<file path="src/sv/jdn_pkg.sv">
// shared widths, constants, reciprocal multipliers, tables and result types for the converter
`timescale 1ns / 1ps
package jdn_pkg;

	// field widths
	localparam int unsigned DAY_W    = 6;
	localparam int unsigned MONTH_W  = 4;
	localparam int unsigned YEAR_W   = 14;
	localparam int unsigned JDN_W    = 23;
	localparam int unsigned ODAY_W   = 7;
	localparam int unsigned OMONTH_W = 5;
	localparam int unsigned OYEAR_W  = 15;

	// op codes
	localparam logic OP_DATE2NUM = 1'b0;
	localparam logic OP_NUM2DATE = 1'b1;

	// pipeline depth of both conversion paths (they must line up)
	localparam int unsigned PIPE_DEPTH  = 10;
	localparam int unsigned DATE_STAGES = 5;
	localparam int unsigned PAD_DEPTH   = PIPE_DEPTH - DATE_STAGES;

	// calendar constants
	localparam int unsigned EPOCH         = 1721119;
	localparam int unsigned CENTURY_DAYS  = 146097;
	localparam int unsigned QUAD_DAYS     = 1461;
	localparam int unsigned MONTH_SPAN    = 153;
	localparam int unsigned YEARS_PER_CEN = 100;
	localparam int unsigned MONTH_DIG     = 5;

	// exact reciprocals: floor(n / D) = (n * ceil(2^K / D)) >> K for n < 2^(K - ceil(log2 D))
	localparam int unsigned CENT_SHIFT = 43;
	localparam logic [63:0] CENT_RECIP_W =
		((64'd1 << CENT_SHIFT) + 64'(CENTURY_DAYS) - 64'd1) / 64'(CENTURY_DAYS);
	localparam logic [25:0] CENT_RECIP = CENT_RECIP_W[25:0];

	localparam int unsigned QUAD_SHIFT = 29;
	localparam logic [63:0] QUAD_RECIP_W =
		((64'd1 << QUAD_SHIFT) + 64'(QUAD_DAYS) - 64'd1) / 64'(QUAD_DAYS);
	localparam logic [18:0] QUAD_RECIP = QUAD_RECIP_W[18:0];

	localparam int unsigned MON_SHIFT = 19;
	localparam logic [63:0] MON_RECIP_W =
		((64'd1 << MON_SHIFT) + 64'(MONTH_SPAN) - 64'd1) / 64'(MONTH_SPAN);
	localparam logic [11:0] MON_RECIP = MON_RECIP_W[11:0];

	localparam int unsigned HUND_SHIFT = 21;
	localparam logic [63:0] HUND_RECIP_W =
		((64'd1 << HUND_SHIFT) + 64'(YEARS_PER_CEN) - 64'd1) / 64'(YEARS_PER_CEN);
	localparam logic [14:0] HUND_RECIP = HUND_RECIP_W[14:0];

	localparam int unsigned FIVE_SHIFT = 11;
	localparam logic [63:0] FIVE_RECIP_W =
		((64'd1 << FIVE_SHIFT) + 64'(MONTH_DIG) - 64'd1) / 64'(MONTH_DIG);
	localparam logic [8:0] FIVE_RECIP = FIVE_RECIP_W[8:0];

	// result words of the two paths
	typedef struct packed {
		logic             valid;
		logic [JDN_W-1:0] day_number;
	} jdn_date_res_t;

	typedef struct packed {
		logic                valid;
		logic [ODAY_W-1:0]   day;
		logic [OMONTH_W-1:0] month;
		logic [OYEAR_W-1:0]  year;
	} jdn_num_res_t;

	// days in month, index 0 is the leap february
	function automatic logic [4:0] month_days(input logic [MONTH_W-1:0] mon);
		logic [4:0] md;
		case (mon) inside
			4'd0: md = 5'd29;
			4'd2: md = 5'd28;
			4'd4, 4'd6, 4'd9, 4'd11: md = 5'd30;
			default: md = 5'd31;
		endcase
		return md;
	endfunction

	// (153 * mt + 2) / 5 for a march-based month index
	function automatic logic [8:0] month_offset(input logic [MONTH_W-1:0] mt);
		logic [8:0] off;
		case (mt)
			4'd0: off = 9'd0;
			4'd1: off = 9'd31;
			4'd2: off = 9'd61;
			4'd3: off = 9'd92;
			4'd4: off = 9'd122;
			4'd5: off = 9'd153;
			4'd6: off = 9'd184;
			4'd7: off = 9'd214;
			4'd8: off = 9'd245;
			4'd9: off = 9'd275;
			4'd10: off = 9'd306;
			4'd11: off = 9'd337;
			default: off = 9'd0;
		endcase
		return off;
	endfunction

endpackage

</file>
<file path="src/sv/jdn_date2num.sv">
// date to julian day number pipeline, padded to the common pipeline depth
`timescale 1ns / 1ps
module jdn_date2num (
	input  logic                          clk,
	input  logic                          arst_n,
	input  logic                          in_valid,
	input  logic [jdn_pkg::DAY_W-1:0]     day,
	input  logic [jdn_pkg::MONTH_W-1:0]   month,
	input  logic [jdn_pkg::YEAR_W-1:0]    year,
	output jdn_pkg::jdn_date_res_t        res
);
	import jdn_pkg::*;

	// stage 1 logic
	logic [MONTH_W-1:0] mc_c;
	logic [4:0]         maxd_c;
	logic [DAY_W-1:0]   dc_c;
	logic [MONTH_W-1:0] mt_c;
	logic [YEAR_W-1:0]  yt_c;
	logic               zero_c;

	logic               v_s1, zero_s1;
	logic [DAY_W-1:0]   day_s1;
	logic [8:0]         moff_s1;
	logic [YEAR_W-1:0]  yt_s1;

	logic               v_s2, zero_s2;
	logic [DAY_W-1:0]   day_s2;
	logic [8:0]         moff_s2;
	logic [YEAR_W-1:0]  yt_s2;
	logic [28:0]        hprod_s2;

	logic [7:0]         cen_c;
	logic [YEAR_W-1:0]  yrem_c;
	logic               v_s3, zero_s3;
	logic [DAY_W-1:0]   day_s3;
	logic [8:0]         moff_s3;
	logic [7:0]         cen_s3;
	logic [6:0]         yrem_s3;

	logic [25:0]        cprod_c;
	logic [17:0]        qprod_c;
	logic               v_s4, zero_s4;
	logic [23:0]        cpart_s4;
	logic [15:0]        qpart_s4;
	logic [20:0]        base_s4;

	logic [24:0]        sum_c;
	logic               v_s5;
	logic [JDN_W-1:0]   jdn_s5;

	logic               pad_v_q [PAD_DEPTH];
	logic [JDN_W-1:0]   pad_n_q [PAD_DEPTH];

	always_comb begin
		zero_c = (day == '0) || (month == '0) || (year == '0);
		mc_c   = (month > 4'd12) ? 4'd12 : month;
		if (mc_c == 4'd2 && year[1:0] == 2'b00) begin
			maxd_c = month_days(4'd0);
		end else begin
			maxd_c = month_days(mc_c);
		end
		dc_c = (day > DAY_W'(maxd_c)) ? DAY_W'(maxd_c) : day;
		if (mc_c > 4'd2) begin
			mt_c = mc_c - 4'd3;
			yt_c = year;
		end else begin
			mt_c = mc_c + 4'd9;
			yt_c = year - YEAR_W'(1);
		end
	end

	always_comb begin
		cen_c  = hprod_s2[HUND_SHIFT +: 8];
		yrem_c = yt_s2 - (YEAR_W'(cen_c) * YEAR_W'(YEARS_PER_CEN));
		cprod_c = 26'(cen_s3) * 26'(CENTURY_DAYS);
		qprod_c = 18'(yrem_s3) * 18'(QUAD_DAYS);
		sum_c   = 25'(cpart_s4) + 25'(qpart_s4) + 25'(base_s4);
	end

	// valid chain
	always_ff @(posedge clk or negedge arst_n) begin
		if (!arst_n) begin
			v_s1 <= 1'b0;
			v_s2 <= 1'b0;
			v_s3 <= 1'b0;
			v_s4 <= 1'b0;
			v_s5 <= 1'b0;
			for (int i = 0; i < PAD_DEPTH; i++) begin
				pad_v_q[i] <= 1'b0;
			end
		end else begin
			v_s1 <= in_valid;
			v_s2 <= v_s1;
			v_s3 <= v_s2;
			v_s4 <= v_s3;
			v_s5 <= v_s4;
			pad_v_q[0] <= v_s5;
			for (int i = 1; i < PAD_DEPTH; i++) begin
				pad_v_q[i] <= pad_v_q[i-1];
			end
		end
	end

	// payload
	always_ff @(posedge clk) begin
		zero_s1 <= zero_c;
		day_s1  <= dc_c;
		moff_s1 <= month_offset(mt_c);
		yt_s1   <= yt_c;

		zero_s2  <= zero_s1;
		day_s2   <= day_s1;
		moff_s2  <= moff_s1;
		yt_s2    <= yt_s1;
		hprod_s2 <= 29'(yt_s1) * 29'(HUND_RECIP);

		zero_s3 <= zero_s2;
		day_s3  <= day_s2;
		moff_s3 <= moff_s2;
		cen_s3  <= cen_c;
		yrem_s3 <= yrem_c[6:0];

		zero_s4  <= zero_s3;
		cpart_s4 <= cprod_c[25:2];
		qpart_s4 <= qprod_c[17:2];
		base_s4  <= 21'(EPOCH) + 21'(day_s3) + 21'(moff_s3);

		jdn_s5 <= zero_s4 ? '0 : sum_c[JDN_W-1:0];

		pad_n_q[0] <= jdn_s5;
		for (int i = 1; i < PAD_DEPTH; i++) begin
			pad_n_q[i] <= pad_n_q[i-1];
		end
	end

	assign res.valid      = pad_v_q[PAD_DEPTH-1];
	assign res.day_number = pad_n_q[PAD_DEPTH-1];

endmodule

</file>
<file path="src/sv/jdn_num2date.sv">
// julian day number to date pipeline, sign handled as magnitude plus sign bit
`timescale 1ns / 1ps
module jdn_num2date (
	input  logic                      clk,
	input  logic                      arst_n,
	input  logic                      in_valid,
	input  logic [jdn_pkg::JDN_W-1:0] day_number,
	output jdn_pkg::jdn_num_res_t     res
);
	import jdn_pkg::*;

	logic [26:0] x1_c, x1n_c;
	logic        v_s1, zero_s1, sgn1_s1;
	logic [24:0] mag1_s1;

	logic        v_s2, zero_s2, sgn1_s2;
	logic [24:0] mag1_s2;
	logic [50:0] prod1_s2;

	logic [7:0]  qa_c;
	logic [24:0] rema_c;
	logic        v_s3, zero_s3, sgn1_s3;
	logic [7:0]  qa_s3;
	logic [17:0] rema_s3;

	logic [17:0] a_c, mag2_c;
	logic        sgn2_c;
	logic [8:0]  ya_c;
	logic        v_s4, zero_s4, sgn2_s4;
	logic [17:0] mag2_s4;
	logic [8:0]  ya_s4;

	logic        v_s5, zero_s5, sgn2_s5;
	logic [17:0] mag2_s5;
	logic [8:0]  ya_s5;
	logic [36:0] prod2_s5;

	logic [6:0]  qb_c;
	logic [17:0] remb_c;
	logic        v_s6, zero_s6, sgn2_s6;
	logic [6:0]  qb_s6;
	logic [10:0] remb_s6;
	logic [8:0]  ya_s6;

	logic [11:0] x3_c, m3_c, d3_c, x4_c, x4n_c;
	logic [8:0]  q3_c;
	logic [7:0]  qs_c;
	logic        v_s7, zero_s7, sgn4_s7;
	logic [10:0] mag4_s7;
	logic [8:0]  ya_s7;
	logic [7:0]  qs_s7;

	logic        v_s8, zero_s8, sgn4_s8;
	logic [10:0] mag4_s8;
	logic [22:0] prod3_s8;
	logic [15:0] yb_s8;

	logic [3:0]  qc_c;
	logic [10:0] remc_c;
	logic        v_s9, zero_s9, sgn4_s9;
	logic [3:0]  qc_s9;
	logic [7:0]  remc_s9;
	logic [15:0] yb_s9;

	logic [4:0]  m_c, mon_c;
	logic [8:0]  d4_c, x5_c, m5_c;
	logic [16:0] p5_c;
	logic [5:0]  q5_c;
	logic [6:0]  d5_c;
	logic        ge10_c;
	logic [15:0] yr_c;
	logic        v_s10;
	logic [ODAY_W-1:0]   day_s10;
	logic [OMONTH_W-1:0] mon_s10;
	logic [OYEAR_W-1:0]  yr_s10;

	// stage 1: 4t - 1 split into sign and magnitude
	always_comb begin
		x1_c  = {2'b00, day_number, 2'b00} - 27'(4 * EPOCH + 1);
		x1n_c = 27'd0 - x1_c;
	end

	// stage 3: quotient and remainder by the century length
	always_comb begin
		qa_c   = prod1_s2[CENT_SHIFT +: 8];
		rema_c = mag1_s2 - 25'(26'(qa_c) * 26'(CENTURY_DAYS));
	end

	// stage 4: d = t / 4, then 4d + 3
	always_comb begin
		a_c = {rema_s3[17:2], 2'b00};
		if (!sgn1_s3) begin
			mag2_c = a_c + 18'd3;
			sgn2_c = 1'b0;
		end else if (a_c == '0) begin
			mag2_c = 18'd3;
			sgn2_c = 1'b0;
		end else begin
			mag2_c = a_c - 18'd3;
			sgn2_c = 1'b1;
		end
		ya_c = sgn1_s3 ? (9'd0 - {1'b0, qa_s3}) : {1'b0, qa_s3};
	end

	// stage 6: quotient and remainder by the four-year length
	always_comb begin
		qb_c   = prod2_s5[QUAD_SHIFT +: 7];
		remb_c = mag2_s5 - 18'(18'(qb_c) * 18'(QUAD_DAYS));
	end

	// stage 7: day of year, then 5d - 3
	always_comb begin
		x3_c  = sgn2_s6 ? (12'd4 - 12'(remb_s6)) : (12'(remb_s6) + 12'd4);
		m3_c  = x3_c[11] ? (12'd0 - x3_c) : x3_c;
		q3_c  = m3_c[10:2];
		d3_c  = x3_c[11] ? (12'd0 - 12'(q3_c)) : 12'(q3_c);
		x4_c  = {d3_c[9:0], 2'b00} + d3_c - 12'd3;
		x4n_c = 12'd0 - x4_c;
		qs_c  = sgn2_s6 ? (8'd0 - {1'b0, qb_s6}) : {1'b0, qb_s6};
	end

	// stage 9: quotient and remainder by the five-month span
	always_comb begin
		qc_c   = prod3_s8[MON_SHIFT +: 4];
		remc_c = mag4_s8 - 11'(11'(qc_c) * 11'(MONTH_SPAN));
	end

	// stage 10: day of month and the march-based month shift
	always_comb begin
		m_c    = sgn4_s9 ? (5'd0 - 5'(qc_s9)) : 5'(qc_s9);
		d4_c   = sgn4_s9 ? (9'd0 - 9'(remc_s9)) : 9'(remc_s9);
		x5_c   = d4_c + 9'd5;
		m5_c   = x5_c[8] ? (9'd0 - x5_c) : x5_c;
		p5_c   = 17'(m5_c[7:0]) * 17'(FIVE_RECIP);
		q5_c   = p5_c[FIVE_SHIFT +: 6];
		d5_c   = x5_c[8] ? (7'd0 - 7'(q5_c)) : 7'(q5_c);
		ge10_c = !m_c[4] && (m_c >= 5'd10);
		mon_c  = ge10_c ? (m_c - 5'd9) : (m_c + 5'd3);
		yr_c   = yb_s9 + 16'(ge10_c);
	end

	always_ff @(posedge clk or negedge arst_n) begin
		if (!arst_n) begin
			v_s1  <= 1'b0;
			v_s2  <= 1'b0;
			v_s3  <= 1'b0;
			v_s4  <= 1'b0;
			v_s5  <= 1'b0;
			v_s6  <= 1'b0;
			v_s7  <= 1'b0;
			v_s8  <= 1'b0;
			v_s9  <= 1'b0;
			v_s10 <= 1'b0;
		end else begin
			v_s1  <= in_valid;
			v_s2  <= v_s1;
			v_s3  <= v_s2;
			v_s4  <= v_s3;
			v_s5  <= v_s4;
			v_s6  <= v_s5;
			v_s7  <= v_s6;
			v_s8  <= v_s7;
			v_s9  <= v_s8;
			v_s10 <= v_s9;
		end
	end

	always_ff @(posedge clk) begin
		zero_s1 <= (day_number == '0);
		sgn1_s1 <= x1_c[26];
		mag1_s1 <= x1_c[26] ? x1n_c[24:0] : x1_c[24:0];

		zero_s2  <= zero_s1;
		sgn1_s2  <= sgn1_s1;
		mag1_s2  <= mag1_s1;
		prod1_s2 <= 51'(mag1_s1) * 51'(CENT_RECIP);

		zero_s3 <= zero_s2;
		sgn1_s3 <= sgn1_s2;
		qa_s3   <= qa_c;
		rema_s3 <= rema_c[17:0];

		zero_s4 <= zero_s3;
		sgn2_s4 <= sgn2_c;
		mag2_s4 <= mag2_c;
		ya_s4   <= ya_c;

		zero_s5  <= zero_s4;
		sgn2_s5  <= sgn2_s4;
		mag2_s5  <= mag2_s4;
		ya_s5    <= ya_s4;
		prod2_s5 <= 37'(mag2_s4) * 37'(QUAD_RECIP);

		zero_s6 <= zero_s5;
		sgn2_s6 <= sgn2_s5;
		qb_s6   <= qb_c;
		remb_s6 <= remb_c[10:0];
		ya_s6   <= ya_s5;

		zero_s7 <= zero_s6;
		sgn4_s7 <= x4_c[11];
		mag4_s7 <= x4_c[11] ? x4n_c[10:0] : x4_c[10:0];
		ya_s7   <= ya_s6;
		qs_s7   <= qs_c;

		zero_s8  <= zero_s7;
		sgn4_s8  <= sgn4_s7;
		mag4_s8  <= mag4_s7;
		prod3_s8 <= 23'(mag4_s7) * 23'(MON_RECIP);
		yb_s8    <= 16'({{7{ya_s7[8]}}, ya_s7} * 16'(YEARS_PER_CEN)) + {{8{qs_s7[7]}}, qs_s7};

		zero_s9 <= zero_s8;
		sgn4_s9 <= sgn4_s8;
		qc_s9   <= qc_c;
		remc_s9 <= remc_c[7:0];
		yb_s9   <= yb_s8;

		day_s10 <= zero_s9 ? '0 : d5_c;
		mon_s10 <= zero_s9 ? '0 : mon_c;
		yr_s10  <= zero_s9 ? '0 : yr_c[OYEAR_W-1:0];
	end

	assign res.valid = v_s10;
	assign res.day   = day_s10;
	assign res.month = mon_s10;
	assign res.year  = yr_s10;

endmodule

</file>
<file path="src/sv/julian_day_number_converter_top.sv">
// top level of the gregorian date / julian day number converter
`timescale 1ns / 1ps
// Converts one word per clock between a gregorian date (day, month, year) and a julian day
// number, the direction picked per word by op (0: date to number, 1: number to date). A word
// is taken at every rising edge where start is high; busy never rises, so start may stay high
// for back to back words. Each result is held on the result ports for exactly one cycle
// with done high, in the same order as the words went in. The pipeline depth is set by the
// number to date path: a sign split, three divisions by constants (century, four-year and
// five-month lengths), each a registered reciprocal multiply followed by a registered
// remainder step, the 4d + 3 and day of year steps, the final day/month fixup and the output register here.
// The date to number path is shorter and is padded to the same depth so results never collide.
// Date input: a zero day, month or year gives number 0; months above 12 are read as 12 and
// days above the month length are clamped (february has 29 whenever the year divides by 4).
// Number input: zero gives an all-zero date; numbers before the calendar epoch come out as
// the small, zero or negative values that truncating division gives, in two's complement.
// Fields the chosen op does not produce are returned as 0.
module julian_day_number_converter_top (
	input  logic                                clk,
	input  logic                                arst_n,
	input  logic                                start,
	output logic                                busy,
	input  logic                                op,
	input  logic [jdn_pkg::DAY_W-1:0]           in_day,
	input  logic [jdn_pkg::MONTH_W-1:0]         in_month,
	input  logic [jdn_pkg::YEAR_W-1:0]          in_year,
	input  logic [jdn_pkg::JDN_W-1:0]           in_day_number,
	output logic                                done,
	output logic [jdn_pkg::JDN_W-1:0]           out_day_number,
	output logic signed [jdn_pkg::ODAY_W-1:0]   out_day,
	output logic signed [jdn_pkg::OMONTH_W-1:0] out_month,
	output logic signed [jdn_pkg::OYEAR_W-1:0]  out_year
);
	import jdn_pkg::*;

	logic          accept;
	jdn_date_res_t date_res;
	jdn_num_res_t  num_res;

	logic                done_q;
	logic [JDN_W-1:0]    dn_q;
	logic [ODAY_W-1:0]   day_q;
	logic [OMONTH_W-1:0] mon_q;
	logic [OYEAR_W-1:0]  yr_q;

	// fully pipelined, one word per cycle, nothing ever holds the input off
	assign busy   = 1'b0;
	assign accept = start && !busy;

	// both paths see the same word, only the selected one carries a valid bit
	jdn_date2num u_date2num (
		.clk      (clk),
		.arst_n   (arst_n),
		.in_valid (accept && (op == OP_DATE2NUM)),
		.day      (in_day),
		.month    (in_month),
		.year     (in_year),
		.res      (date_res)
	);

	jdn_num2date u_num2date (
		.clk        (clk),
		.arst_n     (arst_n),
		.in_valid   (accept && (op == OP_NUM2DATE)),
		.day_number (in_day_number),
		.res        (num_res)
	);

	// the two paths have equal depth, so at most one valid shows up per cycle
	always_ff @(posedge clk or negedge arst_n) begin
		if (!arst_n) begin
			done_q <= 1'b0;
		end else begin
			done_q <= date_res.valid || num_res.valid;
		end
	end

	// merge into the output register, unused fields forced to zero
	always_ff @(posedge clk) begin
		dn_q  <= date_res.valid ? date_res.day_number : '0;
		day_q <= num_res.valid ? num_res.day : '0;
		mon_q <= num_res.valid ? num_res.month : '0;
		yr_q  <= num_res.valid ? num_res.year : '0;
	end

	assign done           = done_q;
	assign out_day_number = dn_q;
	assign out_day        = $signed(day_q);
	assign out_month      = $signed(mon_q);
	assign out_year       = $signed(yr_q);

endmodule
</file>
<file path="config.mk">
export PLATFORM = sky130hd
export DESIGN_NAME = julian_day_number_converter_top
export DESIGN_NICKNAME = d
export VERILOG_FILES = /design/src/sv/jdn_pkg.sv /design/src/sv/jdn_date2num.sv /design/src/sv/jdn_num2date.sv /design/src/sv/julian_day_number_converter_top.sv
export SDC_FILE = /design/constraint.sdc
export NUM_CORES = 2
export LEC_CHECK = 0
export ABC_AREA = 1
export BUFFER_PORTS_ARGS = -buffer_cell sky130_fd_sc_hd__clkbuf_2
export CAP_MARGIN = 15
export CORE_MARGIN = 2
export CORE_UTILIZATION = 30
export CTS_CLUSTER_SIZE = 20
export DETAILED_ROUTE_END_ITERATION = 10
export PLACE_DENSITY_LB_ADDON = 0.1
export SYNTH_ARGS = -nofsm -noshare
export SYNTH_HDL_FRONTEND = slang
export SYNTH_SLANG_ARGS = --single-unit
export TNS_END_PERCENT = 1
</file>
<file path="constraint.sdc">
create_clock -name clk -period 11.05 [get_ports clk]
set_input_delay 1.105 -clock clk [delete_from_list [all_inputs] [get_ports clk]]
set_output_delay 1.105 -clock clk [all_outputs]
set_load 0.01 [all_outputs]
</file>
==> metrics.txt <==
outcome completed; Mapped Area 49700 µm²; multi-input logic area between 30000 and 40000 µm²; fraction of registers with async set/reset 0.0333; #FFs+latches synth 631; slew margin rel. 0.413; TNS Setup 0 ns; critical path arrival 7.16 ns; First-pass DRT Iterations 5; area delta synth->final 11.8%; Core Footprint about 160000 µm²; Syn Area/Cell 9.66 µm²; total inserted antenna cells 0; CP startpoint kind flip-flop; crit path max fanout 9; DP HPWL 97700 µm; Yosys cell types 63; synth warn 0; # rows 149; Fin Clk Skew 0.0260 ns; CTS buffer count 78; share of cells above drive strength 1 0.0499; clock slew at reported path FFs ~0.05 ns; vias in the first global route approximately 35k; Placed Instances 7416; Final Hold Viols 0; clock latency on the worst-skew pair 0.66 ns; Starting Density 0.302; CTS Buffer Depth 3; final WL 114000 µm; fmax 0.152 GHz; nets slightly below 7k; Final WS setup 4.45 ns; synthesized instance count 5142; Die ar. 169000 µm²; initial antenna violation count 0; critical path endpoint category flip-flop; slew at the pin with the worst max-slew slack 0.878 ns; drc violations 0; max-cap viol count 0; antenna viol nets, final 0; WP buf/inv 5; first-pass GRT wire length 187000 µm; fill cell count 17.1k; Vias/cell 4.19; largest net degree at the start of global routing 25; register area 12700 µm²; worst min-delay path category flip-flop to flip-flop; Final period util 0.597; Top FF cell, synth dfxtp_1; grt ovf 0; H-tree lvl count 3; Final Util 0.337; Worst EP required 11.61 ns; Post-Layout Cell Count 7561; total track usage 0.140; IO Count 103; Die Width roughly 410 µm; Placer Congestion 0.824; wire per inst 15.0 µm; Setup CP Type flip-flop to flip-flop; final max-slew violation count 0; final setup fails 0; Die H 411 µm; clock sinks 631; initial DRC count 1030; sequential area share after synthesis 0.256; Port Buffers roughly 100; most frequent CP cell nand2_1; CTS resizes 0; vias post-DR 31.7k; Hold Buf Count CTS 0; minimum clock period approximately 6.6 ns; Place WS ~4.5 ns; Root Driver clkbuf_16; Crit path max-delay family adder cells; EDFF count, synth 0; slowest CP cell fa_1; slowest cell delay on critical path 0.55 ns; RSZ-0062 raised after global routing no; CTS tree yes; Post-CTS Setup Repair Bufs 0
per-layer routing:
layer  GRT usage  part of all wire  vias up
met4      0.0321             0.021        0
li1            -                 -    16300
met2       0.239              0.47      324
met3      0.0237             0.030      130
met5           0                 0        -
met1       0.183              0.47    14900
final cells by class:
| type | instances | share of cell area |
|---|---|---|
| repair buffers | 103 | 0.00938 |
| flip-flops and latches | 631 | 0.229 |
| inverters | 1305 | 0.0883 |
| clock buffers | 110 | 0.0402 |
| clock inverters | 35 | 0.00784 |
| well taps | 2189 | 0.0493 |
| multi-input cells | 3188 | 0.575 |
stage by stage:
stage / hold slack [ns] / cell area, µm²
3_3_place_gp: 0.311 / 52800
4_1_cts: 0.310 / 55500
6_report: 0.304 / 55500
3_5_place_dp: 0.312 / 52800
2_1_floorplan: 0.310 / 49700
5_1_grt: 0.310 / 55500
cells in the mapped netlist (3+ instances only):
| cell | number | area [µm²] |
|---|---|---|
| a211oi_1 | 7 | 52.6 |
| a21boi_0 | 3 | 22.5 |
| a21o_1 | 8 | 60.1 |
| a21oi_1 | 273 | 1370 |
| a31oi_1 | 14 | 87.6 |
| buf_2 | 7 | 35.0 |
| clkbuf_1 | 10 | 37.5 |
| dfrtp_1 | 21 | 526 |
| dfxtp_1 | 610 | 12200 |
| fa_1 | 579 | 11600 |
| ha_1 | 872 | 10900 |
| inv_1 | 1301 | 4880 |
| inv_2 | 3 | 11.3 |
| nand2_1 | 440 | 1650 |
| nand2_2 | 5 | 31.3 |
| nand3_1 | 87 | 435 |
| nand3b_1 | 5 | 37.5 |
| nand4_1 | 28 | 175 |
| nor2_1 | 223 | 837 |
| nor3_1 | 53 | 265 |
| nor3_2 | 3 | 30.0 |
| nor3b_1 | 3 | 22.5 |
| nor4_1 | 13 | 81.3 |
| o2111ai_1 | 3 | 26.3 |
| o211ai_1 | 9 | 67.6 |
| o21a_1 | 17 | 128 |
| o21ai_0 | 160 | 801 |
| o21ai_1 | 7 | 35.0 |
| o21bai_1 | 21 | 158 |
| o22ai_1 | 4 | 25.0 |
| o31ai_1 | 13 | 97.6 |
| or2_2 | 11 | 68.8 |
| xnor2_1 | 86 | 753 |
| xor2_1 | 205 | 1800 |
final timing paths:
kind                                               startpoint                               end  slack [ns]  cells after the start
min in group asynchronous                              arst_n   u_date2num.pad_v_q[3]$_DFF_PN0_        0.41                      1
max in group asynchronous                              arst_n         u_date2num.v_s1$_DFF_PN0_       10.27                      1
worst min-delay path            u_date2num.moff_s1[0]$_DFF_P_     u_date2num.moff_s2[0]$_DFF_P_        0.30                      0
worst max register to register  u_num2date.remc_s9[0]$_DFF_P_  u_num2date.day_s10[5]$_SDFF_PP0_        4.45                     34
worst min register to register  u_date2num.moff_s1[0]$_DFF_P_     u_date2num.moff_s2[0]$_DFF_P_        0.30                      0
worst max-delay path            u_num2date.remc_s9[0]$_DFF_P_  u_num2date.day_s10[5]$_SDFF_PP0_        4.45                     34
sequential cells by signal, indices dropped and copies added, names as in the netlist, 10 cells and up:
signal / cells
out_day_number: 23
out_year: 15
u_date2num.base_s4: 11
u_date2num.cpart_s4: 23
u_date2num.jdn_s5: 23
u_date2num.pad_n_q: 115
u_date2num.qpart_s4: 16
u_date2num.yt_s1: 14
u_num2date.mag1_s1: 24
u_num2date.mag1_s2: 17
u_num2date.mag2_s4: 17
u_num2date.mag2_s5: 10
u_num2date.mag4_s7: 11
u_num2date.rema_s3: 16
u_num2date.remb_s6: 11
u_num2date.yb_s8: 15
u_num2date.yb_s9: 15
u_num2date.yr_s10: 15
cell usage in the layout (no fill, tap or decap), drive strengths merged, types with 4 or more instances in the layout:
master / netlist / routed
o21a: 17 / 17
a31oi: 14 / 14
clkinvlp: 0 / 4
nand4: 28 / 28
a21oi: 274 / 274
dfrtp: 21 / 21
xor2: 206 / 206
nand3: 87 / 87
o22ai: 4 / 4
nor3: 57 / 57
nand3b: 5 / 5
nor4: 13 / 13
bufinv: 0 / 5
o21ai: 168 / 168
nor2: 225 / 225
o31ai: 13 / 13
a21o: 8 / 8
fa: 579 / 579
ha: 872 / 872
inv: 1304 / 1307
xnor2: 86 / 86
a211oi: 7 / 7
or2: 12 / 12
clkinv: 1 / 24
nor3b: 5 / 5
o211ai: 9 / 9
nand2: 446 / 446
dfxtp: 610 / 610
clkbuf: 10 / 211
o21bai: 21 / 21
cells by family (layout without fill, tap and decap cells):
| logic type | count (synthesis) | count (layout) | share of synthesized area |
|---|---|---|---|
| DFF | 631 | 631 | 0.256 |
| buffers and inverters | 1324 | 1553 | 0.100 |
| xor gates and xnor gates | 292 | 292 | 0.0516 |
| other | 1 | 2 | 0.0000755 |
| and+or+nand+nor | 883 | 883 | 0.0756 |
| AOI/OAI and AO/OA | 560 | 560 | 0.0627 |
| adders and majority gates | 1451 | 1451 | 0.453 |
Power is not shown: default switching activity piles up to over one toggle a cycle in this logic, so the estimate is an artifact.
